`src/rtl/spq_pkg.sv`:
```
// ----------------------------------------------------------------------------
// spq_pkg
// Shared types and codes for the sorted-list priority queue.
// ----------------------------------------------------------------------------
`default_nettype none

package spq_pkg;

  localparam int DataW = 8;
  localparam int PrioW = 8;

  // request type codes
  localparam logic REQ_ENQ = 1'b0;
  localparam logic REQ_DEQ = 1'b1;

  // result status codes
  typedef enum logic [1:0] {
    ST_OK    = 2'd0,
    ST_EMPTY = 2'd1,
    ST_FULL  = 2'd2
  } spq_status_t;

  // operation broadcast to every cell
  typedef struct packed {
    logic             enq;
    logic             deq;
    logic [DataW-1:0] data;
    logic [PrioW-1:0] prio;
  } spq_cmd_t;

  // what a cell shows its neighbors
  typedef struct packed {
    logic             keep;
    logic [DataW-1:0] data;
    logic [PrioW-1:0] prio;
  } spq_link_t;

  // virtual neighbor left of the head cell: always keeps
  localparam spq_link_t HEAD_LINK = '{keep: 1'b1, data: '0, prio: '0};

endpackage

`default_nettype wire

```
`src/rtl/stable_priority_queue_core.sv`:
```
// ----------------------------------------------------------------------------
// stable_priority_queue_core
// Bounded priority queue kept sorted in a chain of cells; lower priority
// value leaves first, equal priorities leave in arrival order.
// ----------------------------------------------------------------------------
// result: strobed on done in the cycle after the request is accepted
// throughput: one request per cycle, busy stays low; every cell updates in
//   parallel from its own compare and its neighbors
// reset: entry count cleared to zero, done low; entry contents left as is
// results cannot be stalled by the receiver
`default_nettype none

module stable_priority_queue_core #(
  parameter int DEPTH = 16
) (
  input  logic                         clk,
  input  logic                         rst,
  input  logic                         start,
  output logic                         busy,
  input  logic                         req_type,
  input  logic [7:0]                   item_data,
  input  logic [7:0]                   item_priority,
  output logic                         done,
  output logic [1:0]                   status,
  output logic [7:0]                   out_data,
  output logic [7:0]                   out_priority,
  output logic [$clog2(DEPTH+1)-1:0]   fill_level
);
  import spq_pkg::*;

  localparam int CountW = $clog2(DEPTH + 1);

  logic              accept;
  logic              full;
  logic              empty;
  logic [CountW-1:0] count;
  logic [CountW-1:0] count_next;
  spq_cmd_t          cmd;
  spq_link_t         links [DEPTH];

  assign busy   = 1'b0;
  assign accept = start & ~busy;
  assign full   = (count == CountW'(DEPTH));
  assign empty  = (count == '0);

  // gated operation for the chain
  always_comb begin
    cmd.enq  = accept & (req_type == REQ_ENQ) & ~full;
    cmd.deq  = accept & (req_type == REQ_DEQ) & ~empty;
    cmd.data = item_data;
    cmd.prio = item_priority;
  end

  // chain of cells, head at index zero
  for (genvar i = 0; i < DEPTH; i++) begin : g_cell
    spq_link_t left_link;
    spq_link_t right_link;
    if (i == 0) begin : g_head
      assign left_link = HEAD_LINK;
    end else begin : g_mid
      assign left_link = links[i-1];
    end
    if (i == DEPTH - 1) begin : g_tail
      assign right_link = links[i];
    end else begin : g_body
      assign right_link = links[i+1];
    end
    spq_cell u_cell (
      .clk   (clk),
      .cmd   (cmd),
      .occ   (count > CountW'(i)),
      .left  (left_link),
      .right (right_link),
      .link  (links[i])
    );
  end

  // entry count
  always_comb begin
    count_next = count;
    if (cmd.enq) begin
      count_next = count + CountW'(1);
    end else if (cmd.deq) begin
      count_next = count - CountW'(1);
    end
  end

  always_ff @(posedge clk) begin
    if (rst) begin
      count <= '0;
      done  <= 1'b0;
    end else begin
      count <= count_next;
      done  <= accept;
    end
  end

  // result beat
  always_ff @(posedge clk) begin
    if (accept) begin
      out_data     <= '0;
      out_priority <= '0;
      status       <= ST_OK;
      if (req_type == REQ_ENQ) begin
        if (full) begin
          status <= ST_FULL;
        end
      end else if (empty) begin
        status <= ST_EMPTY;
      end else begin
        out_data     <= links[0].data;
        out_priority <= links[0].prio;
      end
    end
  end

  assign fill_level = count;

`ifndef ASSERT_OFF
  a_done_follows: assert property (@(posedge clk) disable iff (rst)
    accept |=> done) else $error("no result beat after accepted request");

  a_no_spurious: assert property (@(posedge clk) disable iff (rst)
    !accept |=> !done) else $error("result beat without request");

  a_count_bound: assert property (@(posedge clk) disable iff (rst)
    count <= CountW'(DEPTH)) else $error("entry count beyond depth");

  a_empty_level: assert property (@(posedge clk) disable iff (rst)
    done && status == ST_EMPTY |-> fill_level == '0)
    else $error("empty status with entries held");

  a_full_level: assert property (@(posedge clk) disable iff (rst)
    done && status == ST_FULL |-> fill_level == CountW'(DEPTH))
    else $error("full status with free slots");
`endif

endmodule

`default_nettype wire

```
`src/rtl/spq_cell.sv`:
```
// ----------------------------------------------------------------------------
// spq_cell
// One slot of the sorted chain: holds an entry, keeps it, takes the new
// entry or shifts from a neighbor.
// ----------------------------------------------------------------------------
`default_nettype none

module spq_cell (
  input  logic              clk,
  input  spq_pkg::spq_cmd_t cmd,
  input  logic              occ,
  input  spq_pkg::spq_link_t left,
  input  spq_pkg::spq_link_t right,
  output spq_pkg::spq_link_t link
);
  import spq_pkg::*;

  logic [DataW-1:0] data;
  logic [PrioW-1:0] prio;
  logic             keep;

  // an occupied entry stays put when the newcomer ranks behind it
  assign keep = occ & (prio <= cmd.prio);
  assign link = '{keep: keep, data: data, prio: prio};

  // insert opens a gap behind the last kept entry, remove shifts toward head
  always_ff @(posedge clk) begin
    if (cmd.enq) begin
      if (!keep) begin
        if (left.keep) begin
          data <= cmd.data;
          prio <= cmd.prio;
        end else begin
          data <= left.data;
          prio <= left.prio;
        end
      end
    end else if (cmd.deq) begin
      data <= right.data;
      prio <= right.prio;
    end
  end

endmodule

`default_nettype wire
```
`config.mk`:
```
export PLATFORM = sky130hd
export DESIGN_NAME = stable_priority_queue_core
export DESIGN_NICKNAME = d
export VERILOG_FILES = /design/src/rtl/spq_pkg.sv /design/src/rtl/stable_priority_queue_core.sv /design/src/rtl/spq_cell.sv
export SDC_FILE = /design/constraint.sdc
export NUM_CORES = 1
export LEC_CHECK = 0
export BUFFER_PORTS_ARGS = -buffer_cell sky130_fd_sc_hd__buf_2
export CORE_MARGIN = 5
export CORE_UTILIZATION = 32
export CTS_BUF_LIST = sky130_fd_sc_hd__clkbuf_4 sky130_fd_sc_hd__clkbuf_8 sky130_fd_sc_hd__clkbuf_16
export DETAILED_ROUTE_END_ITERATION = 12
export GPL_TIMING_DRIVEN = 0
export HOLD_SLACK_MARGIN = 0.02
export PLACE_DENSITY = 0.47
export SLEW_MARGIN = 30
export SYNTH_ARGS = -nofsm -noshare
export SYNTH_HDL_FRONTEND = slang
export SYNTH_SLANG_ARGS = --single-unit
```
`constraint.sdc`:
```
create_clock -name clk -period 5.6 [get_ports clk]
set_clock_uncertainty 0.05 [all_clocks]
set_input_delay 0.56 -clock clk [delete_from_list [all_inputs] [get_ports clk]]
set_output_delay 0.56 -clock clk [all_outputs]
set_load 0.005 [all_outputs]
```
==> metrics.csv, run 1 <==
stage;metric;value;unit
outcome;outcome;completed;
critical_path;Worst Setup Path Type;input pin to register;
clocking;H-tree depth;2;
cells_and_area;Reg area;8350;um2
placement;DP HPWL;57500;um
timing;fmax;255;MHz
timing;setup tns final;0;ns
cells_and_area;Fillers;6016;
drt;vias per std cell;6.20;
drt;initial detailed-routing violation count;1935;
timing;fin. max-slew vios;0;
cells_and_area;Multi-input gate area;9720;um2
grt;number of global-route vias before repair;17391;
grt;initial antenna violation count;0;
synthesis;mean area per synthesized cell;9.58;um2
critical_path;WP data required;5.81;ns
grt;global-route wire length before repair;115000;um
timing;setup violators final;0;
cells_and_area;synthesis-to-finish area growth;13.1;%
worst_hold_path;Min-Delay Path Class;input pin to register;
synthesis;count of different cell masters after synthesis;63;
floorplanning;number of core rows;89;
synthesis;Post-synth EDFFs;274;
synthesis;post-synthesis async set-or-reset flop share;0;%
critical_path;RR Endpoint;g_cell[2].u_cell.prio[2];
cells_and_area;share of cells above drive strength 1;12.2;%
synthesis;mapped cell area;19100;um2
timing;Final Hold Fails;0;
drt;total wire length;78000;um
power_and_ir_drop;PwrDens;444;nW/um2
timing;RSZ-0062 raised after global routing;no;
floorplanning;core region area;59100;um2
synthesis;Seq cells post-synth;280;
critical_path;Critical Path Start Type;input pin;
timing;Period minus WS final;3.92;ns
critical_path;FF-to-FF setup slack;2.11;ns
placement;Placed Area;20500;um2
critical_path;worst setup path start;item_priority[1];
cells_and_area;commonest non-fill, non-tap cell in the layout;edfxtp_1;
placement;PortBufs;28;
synthesis;Yosys top cell by area;edfxtp_1;
critical_path;Worst R2R Path Depth;10;
drt;wire length per cell;27.2;um
synthesis;Synth top area share;43.0;%
placement;RePlAce Congestion;0.889;
synthesis;Primary FF master, synth;edfxtp_1;
synthesis;Post-Syn Nets;2149;
drt;DRC violation count after routing;0;
cells_and_area;most frequent cells in the layout;edfxtp_1 (274), nand4_1 (253), nor2_1 (233);
power_and_ir_drop;maximum vdd ir drop;0.161;mV
clocking;hold bufs inserted after CTS;0;
clocking;CTS tree;done;
drt;drt pass-1 iters;6;
grt;largest net degree at the start of global routing;23;
clocking;clk_lat worst skew;0.57;ns
drt;DR vias;17788;
power_and_ir_drop;Leakage Power;7.44;nW
timing;Tcrit/Tclk final;69.9;%
synthesis;Seq/Total Area, Yosys;43.7;%
critical_path;crit path capture;g_cell[10].u_cell.prio[1];
floorplanning;IO Pins;45;
grt;Total Routing Usage GR;23.4;%
clocking;postcts setup bufs;0;
floorplanning;Die H;254;um
clocking;clk buf depth;3;
grt;Congestion Overflow GR;0;
synthesis;top post-synthesis cells by area;edfxtp_1 (43%), ha_1 (8.8%), nand4_1 (8.3%);
clocking;clk root buf;clkbuf_16;
run;Max Cap Violations;0;
critical_path;crit path max fanout;17;
floorplanning;Die Width;254;um
timing;slew of the pin with the lowest slew margin;1.04;ns
critical_path;RR Startpoint;fill_level[0];
cells_and_area;fin nets;2230;
timing;worst slew margin relative to its limit;30.6;%
cells_and_area;ant diodes;0;
clocking;Clock Pin Slew Worst Setup and Hold Paths;0.06;ns
critical_path;WP data arrival;4.13;ns
cells_and_area;Layout Cell Area excl Fill;21600;um2
synthesis;synthesized instance count;1995;
drt;Antenna Violating Nets Remaining;0;
clocking;total CTS buffers;36;
floorplanning;Initial Util;32.3;%
timing;hold slack;0.264;ns
critical_path;Worst Setup End Kind;register;
clocking;clock sink total;280;
floorplanning;die area;64700;um2
clocking;post-cts resize count;0;
synthesis;warnings from Yosys;0;
## power breakdown
group	internal, mW	leakage (nW)	switching [mW]
Clock	1.35	0.562	0.972
Combinational	1.21	4.24	2.53
Sequential	3.06	2.63	0.489
## per-layer routing
metal	wire, um	GRT usage (%)	part of all wire [%]
met5	0	0	0
met4	2990	8.64	3.8
met3	4790	2.99	6.1
met2	35500	37.4	45
met1	34700	32.7	45
## critical path: stages
cell,delay [ns]
clkbuf_1,0.53
inv_2,0.54
ha_1,0.48
nor2b_1,0.13
o211ai_1,0.14
a211oi_2,0.65
buf_2,0.34
nor3_1,0.09
o21ai_2,0.41
buf_6,0.22
## worst min-delay path by stage
| stage | from | to | slack [ns] | cells past startpoint |
|---|---|---|---|---|
| after global routing | rst | fill_level[3] | 0.25 | 2 |
| after CTS | rst | fill_level[3] | 0.22 | 2 |
| after global placement | g_cell[1].u_cell.data[7] | g_cell[0].u_cell.data[7] | 0.53 | 2 |
| after detailed placement | g_cell[1].u_cell.data[7] | g_cell[0].u_cell.data[7] | 0.52 | 2 |
| after floorplan | g_cell[1].u_cell.data[0] | g_cell[0].u_cell.data[0] | 0.47 | 2 |
| final | rst | fill_level[3] | 0.26 | 2 |
## flip-flops by register name, summed over array words and instances (netlist names)
name and count:
g_cell.u_cell.data 128, g_cell.u_cell.prio 128, out_data 8, out_priority 8, fill_level 5, status 2, done 1
## per-stage QoR
step                util (%)  setup slack (ns)  power [mW]  cells
CTS                     36.6              1.70        9.57   2870
global placement        34.2            -0.527        7.09   2796
finish                  36.6              1.68        9.61   2870
global route            36.6              1.50        10.1   2870
detailed placement      34.7              1.13        7.24   2811
floorplan                  -              1.58        5.84   1995
## Yosys cell counts (19+ instances only)
| cell | count |
|---|---|
| edfxtp_1 | 274 |
| nor2_1 | 233 |
| and3_1 | 33 |
| o21ai_0 | 40 |
| inv_1 | 44 |
| nand3_1 | 19 |
| a21oi_1 | 65 |
| clkbuf_1 | 111 |
| nand4_1 | 253 |
| ha_1 | 134 |
| buf_2 | 72 |
| o31ai_1 | 209 |
| nor2b_1 | 29 |
| a31oi_1 | 210 |
| nand2_1 | 73 |
## cell families after synthesis
group,after synthesis,synth area share [%]
adders and majority gates,134,8.77
other,1,0.0196
AOI/OAI and AO/OA,637,23.1
buffers and inverters,261,5.94
and+or+nand+nor,678,18.3
xor gates and xnor gates,4,0.183
DFF,280,43.7
## layout make-up
class                           count  area share [%]
Buffer                            215            4.49
Clock buffer                       44            4.60
Clock inverter                     15           0.648
Inverter                           46           0.810
Multi-Input combinational cell   1454            44.9
Sequential cell                   280            38.6
Tap cell                          773            4.47
Timing Repair Buffer               43            1.46
(Power assumes the default switching activity.)
==> run 2, diff against run 1 <==
Settings changed: PLACE_DENSITY 0.47 to 0.49.
Clock period 5.6 ns to 3.2 ns, I/O delays scaled along.
==> metrics.csv, run 2 (synthesis results as in run 1) <==
stage;metric;value;unit
critical_path;Critical Path Start Type;register;
cells_and_area;commonest non-fill, non-tap cell in the layout;edfxtp_1;
timing;setup violators final;0;
power_and_ir_drop;clock share of power;23.1;%
drt;wire length per cell;26.7;um
timing;Final Hold Fails;0;
drt;Antenna Violating Nets Remaining;0;
floorplanning;IO Pins;45;
critical_path;FF-to-FF setup slack;0.07;ns
drt;total wire length;76800;um
timing;RSZ-0062 raised after global routing;no;
clocking;clk_lat worst skew;0.56;ns
critical_path;RR Endpoint;g_cell[14].u_cell.data[7];
worst_hold_path;worst hold path depth;1;
grt;global-route wire length before repair;112000;um
grt;Total Routing Usage GR;22.8;%
cells_and_area;Fillers;5953;
floorplanning;die area;64700;um2
cells_and_area;synthesis-to-finish area growth;14.5;%
clocking;clock sink total;280;
drt;DR vias;17938;
placement;PortBufs;28;
clocking;Clock Pin Slew Worst Setup and Hold Paths;0.06;ns
placement;DP HPWL;56300;um
cells_and_area;ant diodes;0;
cells_and_area;Top Registers;g_cell.u_cell.data (128), g_cell.u_cell.prio (128);
floorplanning;Initial Util;32.3;%
critical_path;WP data required;3.46;ns
power_and_ir_drop;Comb pwr share;40.1;%
cells_and_area;Multi-input gate area;9820;um2
worst_hold_path;WHS Endpoint;out_priority[2];
timing;setup tns final;0;ns
timing;worst slew margin relative to its limit;25.8;%
power_and_ir_drop;Sw Ratio;41.7;%
power_and_ir_drop;maximum vdd ir drop;0.333;mV
power_and_ir_drop;PwrDens;768;nW/um2
worst_hold_path;hold_sp;start;
grt;Congestion Overflow GR;0;
worst_hold_path;Min-Delay Path Class;input pin to register;
floorplanning;number of core rows;89;
clocking;clk root buf;clkbuf_16;
run;Max Cap Violations;0;
critical_path;WP data arrival;3.40;ns
power_and_ir_drop;Int Power;9.81;mW
drt;drt pass-1 iters;5;
grt;initial antenna violation count;2;
drt;initial detailed-routing violation count;1929;
timing;fmax;319;MHz
floorplanning;Die Width;254;um
timing;Tcrit/Tclk final;97.9;%
cells_and_area;fin nets;2236;
clocking;H-tree depth;2;
clocking;CTS tree;done;
clocking;total CTS buffers;35;
critical_path;Worst R2R Path Depth;10;
placement;RePlAce Congestion;0.891;
floorplanning;core region area;59100;um2
critical_path;Worst Setup End Kind;register;
clocking;clk buf depth;3;
timing;slew of the pin with the lowest slew margin;1.11;ns
drt;DRC violation count after routing;0;
grt;largest net degree at the start of global routing;23;
drt;vias per std cell;6.23;
power_and_ir_drop;Sw Pwr;7.01;mW
outcome;outcome;completed;
power_and_ir_drop;Leakage Power;7.52;nW
cells_and_area;Reg area;8350;um2
floorplanning;Die H;254;um
critical_path;RR Startpoint;fill_level[0];
cells_and_area;share of cells above drive strength 1;12.5;%
power_and_ir_drop;register share of total power;36.8;%
critical_path;crit path max fanout;10;
timing;fin. max-slew vios;0;
critical_path;Worst Setup Path Type;register to register;
cells_and_area;most frequent cells in the layout;edfxtp_1 (274), nand4_1 (253), nor2_1 (233);
grt;number of global-route vias before repair;17529;
timing;Period minus WS final;3.13;ns
power_and_ir_drop;Tot Pwr;16.8;mW
[run 2: changes by cell type in the layout (fill, tap and decap cells not counted), moves of 8 or more]
cell	delta
buf_12	+13
buf_4	+8
buf_6	-13
o21ai_2	-14
o21ai_4	+14
[run 2: critical path, stage by stage (launching register included)]
cell and delay, ns:
dfxtp_1 0.40, buf_4 0.21, inv_1 0.18, ha_1 0.25, or4b_1 0.44, clkbuf_2 0.19
nand3_1 0.18, buf_6 0.28, buf_8 0.30, o31ai_4 0.19, buf_8 0.20
[run 2: through the flow]
| step | hold WS, ns | util [%] | worst slack, ns | std cells | cell area [um2] |
|---|---|---|---|---|---|
| 5_1_grt | 0.234 | 37.0 | 0.00397 | 2879 | 21900 |
| 3_5_place_dp | 0.527 | 34.4 | -1.07 | 2797 | 20300 |
| 3_3_place_gp | 0.529 | 34.3 | -1.64 | 2796 | 20300 |
| 2_1_floorplan | 0.339 | - | 0.0194 | 1995 | 19200 |
| 4_1_cts | 0.209 | 36.7 | 0.0103 | 2870 | 21700 |
| 6_report | 0.226 | 37.0 | 0.0658 | 2879 | 21900 |
[run 2: how the worst max path moves through the flow]
stage,from,endpoint,cells after the start
floorplan,item_priority[7],g_cell[14].u_cell.data[0],8
global placement,item_priority[1],g_cell[14].u_cell.prio[1],9
detailed placement,item_priority[1],g_cell[6].u_cell.data[7],9
CTS,item_priority[4],g_cell[12].u_cell.prio[0],9
global route,fill_level[0],g_cell[14].u_cell.data[1],10
finish,fill_level[0],g_cell[14].u_cell.data[7],10
[run 2: layer usage]
layer / global-route usage (%) / up-vias / routed length [um]
li1: - / 8183 / -
met1: 31.1 / 8811 / 33300
met4: 9.08 / 2 / 3200
met5: 0 / - / 13
met2: 36.3 / 775 / 34600
met3: 3.69 / 167 / 5700
[run 2: area by class of cell]
type                            count  area share [%]
Inverter                           46           0.880
Clock buffer                       42            4.40
Multi-Input combinational cell   1454            44.9
Tap cell                          773            4.42
Buffer                            214            4.56
Timing Repair Buffer               51            2.22
Sequential cell                   280            38.1
Clock inverter                     19           0.520
[run 2: repair_timing]
item	4_1_cts	5_1_grt
endpoints found under the hold margin	4	0
setup buffers	11	10
gates resized for setup	31	5
pin swaps	6	7
hold buffers	1	0
setup endpoints to repair	256	183
[run 2: power by group through the flow]
stage | logic [mW] | clock network (mW) | registers, mW
2_1_floorplan | 4.46 | 0 | 5.77
3_5_place_dp | 6.26 | 0 | 6.25
5_1_grt | 7.33 | 4.08 | 6.23
4_1_cts | 6.50 | 3.93 | 6.17
3_3_place_gp | 6.12 | 0 | 6.25
6_report | 6.74 | 3.89 | 6.18
==> run 3, diff against run 2 <==
Settings changed: PLACE_DENSITY 0.49 to 0.47.
Clock period 3.2 ns to 3.28 ns, I/O delays scaled along.
==> metrics.csv, run 3 (synthesis results as in run 1) <==
stage;metric;value;unit
floorplanning;number of core rows;89;
clocking;Clock Pin Slew Worst Setup and Hold Paths;0.06;ns
timing;setup tns final;0;ns
drt;DRC violation count after routing;0;
power_and_ir_drop;maximum vdd ir drop;0.332;mV
timing;slew of the pin with the lowest slew margin;1.03;ns
drt;DR vias;18010;
grt;global-route wire length before repair;115000;um
cells_and_area;commonest non-fill, non-tap cell in the layout;edfxtp_1;
floorplanning;Die Width;254;um
critical_path;Worst Setup End Kind;register;
worst_hold_path;Min-Delay Path Class;input pin to register;
critical_path;Worst R2R Path Depth;10;
grt;initial antenna violation count;0;
cells_and_area;ant diodes;0;
placement;PortBufs;28;
critical_path;RR Startpoint;fill_level[0];
grt;met1 Use GR;32.5;%
timing;fmax;314;MHz
clocking;clk root buf;clkbuf_16;
critical_path;WP data arrival;3.44;ns
drt;wire length per cell;27.0;um
timing;Final Hold Fails;0;
grt;met2 Use GR;37.4;%
critical_path;Critical Path Start Type;register;
critical_path;WP data required;3.54;ns
clocking;CTS tree;done;
clocking;H-tree depth;2;
cells_and_area;Top Registers;g_cell.u_cell.data (128), g_cell.u_cell.prio (128);
grt;number of global-route vias before repair;17531;
critical_path;Worst Setup Path Type;register to register;
cells_and_area;Multi-input gate area;9820;um2
timing;Period minus WS final;3.18;ns
drt;Antenna Violating Nets Remaining;0;
drt;vias per std cell;6.24;
drt;drt pass-1 iters;7;
cells_and_area;Fillers;6015;
cells_and_area;fin nets;2241;
critical_path;crit path max fanout;10;
cells_and_area;most frequent cells in the layout;edfxtp_1 (274), nand4_1 (253), nor2_1 (233);
grt;Congestion Overflow GR;0;
critical_path;FF-to-FF setup slack;0.1;ns
critical_path;RR Endpoint;g_cell[14].u_cell.prio[2];
floorplanning;die area;64700;um2
timing;setup violators final;0;
run;Max Cap Violations;0;
grt;largest net degree at the start of global routing;23;
power_and_ir_drop;PwrDens;755;nW/um2
floorplanning;core region area;59100;um2
cells_and_area;Reg area;8350;um2
outcome;outcome;completed;
worst_hold_path;WHS Endpoint;out_priority[7];
cells_and_area;share of cells above drive strength 1;12.9;%
cells_and_area;synthesis-to-finish area growth;14.8;%
grt;M3 GR Usage;3.55;%
power_and_ir_drop;Leakage Power;7.57;nW
floorplanning;IO Pins;45;
clocking;total CTS buffers;36;
timing;RSZ-0062 raised after global routing;no;
clocking;clock sink total;280;
worst_hold_path;worst hold path depth;1;
grt;Total Routing Usage GR;23.4;%
placement;post-place setup slack;-1.10;ns
floorplanning;Initial Util;32.3;%
grt;busiest grt layer;met2;
timing;final worst-path setup slack;0.100;ns
timing;fin. max-slew vios;0;
drt;initial detailed-routing violation count;1751;
clocking;clk_lat worst skew;0.56;ns
floorplanning;Die H;254;um
placement;DP HPWL;57500;um
timing;worst slew margin relative to its limit;31.2;%
drt;total wire length;78100;um
clocking;clk buf depth;3;
worst_hold_path;hold_sp;start;
placement;RePlAce Congestion;0.870;
timing;Tcrit/Tclk final;97.0;%
[run 3: layout make-up]
class | count | share of cell area, %
clock buffer | 45 | 4.49
clock inverter | 21 | 0.713
sequential | 280 | 38.0
buffer | 215 | 4.51
multi-input combinational | 1454 | 44.8
tap | 773 | 4.41
inverter | 46 | 0.878
timing repair buffer | 54 | 2.18
[run 3: timing repair]
item / 4_1_cts / 5_1_grt
pin swaps: 13 / 0
hold endpoints to repair: 2 / 0
resized for setup: 27 / 11
hold buffers: 1 / 0
endpoints found under the setup margin: 250 / 186
buffers inserted: 22 / 0
[run 3: how the worst max path moves through the flow]
stage	startpoint	endpoint	slack [ns]	depth (start not counted)
2_1_floorplan	item_priority[7]	g_cell[14].u_cell.data[0]	0.09	8
3_3_place_gp	item_priority[7]	g_cell[14].u_cell.prio[1]	-1.68	8
3_5_place_dp	item_priority[1]	g_cell[12].u_cell.data[6]	-1.10	9
4_1_cts	fill_level[0]	g_cell[2].u_cell.data[5]	0.07	9
5_1_grt	fill_level[0]	g_cell[14].u_cell.prio[1]	0.01	8
6_report	fill_level[0]	g_cell[14].u_cell.prio[2]	0.1	10
[run 3: where the power goes]
group | total, mW | internal, mW | switching (mW)
Clock | 3.96 | 2.30 | 1.66
Sequential | 6.04 | 5.22 | 0.826
Combinational | 6.58 | 2.18 | 4.39
[run 3: worst max-delay path: stages, from the launching register on]
cell	delay [ns]
dfxtp_1	0.41
buf_4	0.22
inv_1	0.17
ha_1	0.25
or4b_1	0.44
clkbuf_2	0.19
nand3_1	0.19
buf_6	0.26
buf_6	0.34
o31ai_4	0.20
buf_6	0.20
[run 3: layer usage]
layer,up-vias,routed length [um]
met5,-,0
met4,0,3100
met3,165,5160
met2,765,35300
met1,8878,34600
li1,8202,-
[run 3: per-stage QoR]
| stage | cells | hold slack [ns] | area (um2) | total power [mW] | utilization, % |
|---|---|---|---|---|---|
| 3_5_place_dp | 2799 | 0.524 | 20300 | 12.2 | 34.4 |
| 5_1_grt | 2888 | 0.235 | 21900 | 17.4 | 37.1 |
| 3_3_place_gp | 2796 | 0.519 | 20300 | 12.1 | 34.3 |
| 4_1_cts | 2888 | 0.218 | 21900 | 16.5 | 37.1 |
| 6_report | 2888 | 0.233 | 21900 | 16.6 | 37.1 |
| 2_1_floorplan | 1995 | 0.347 | 19200 | 9.99 | - |
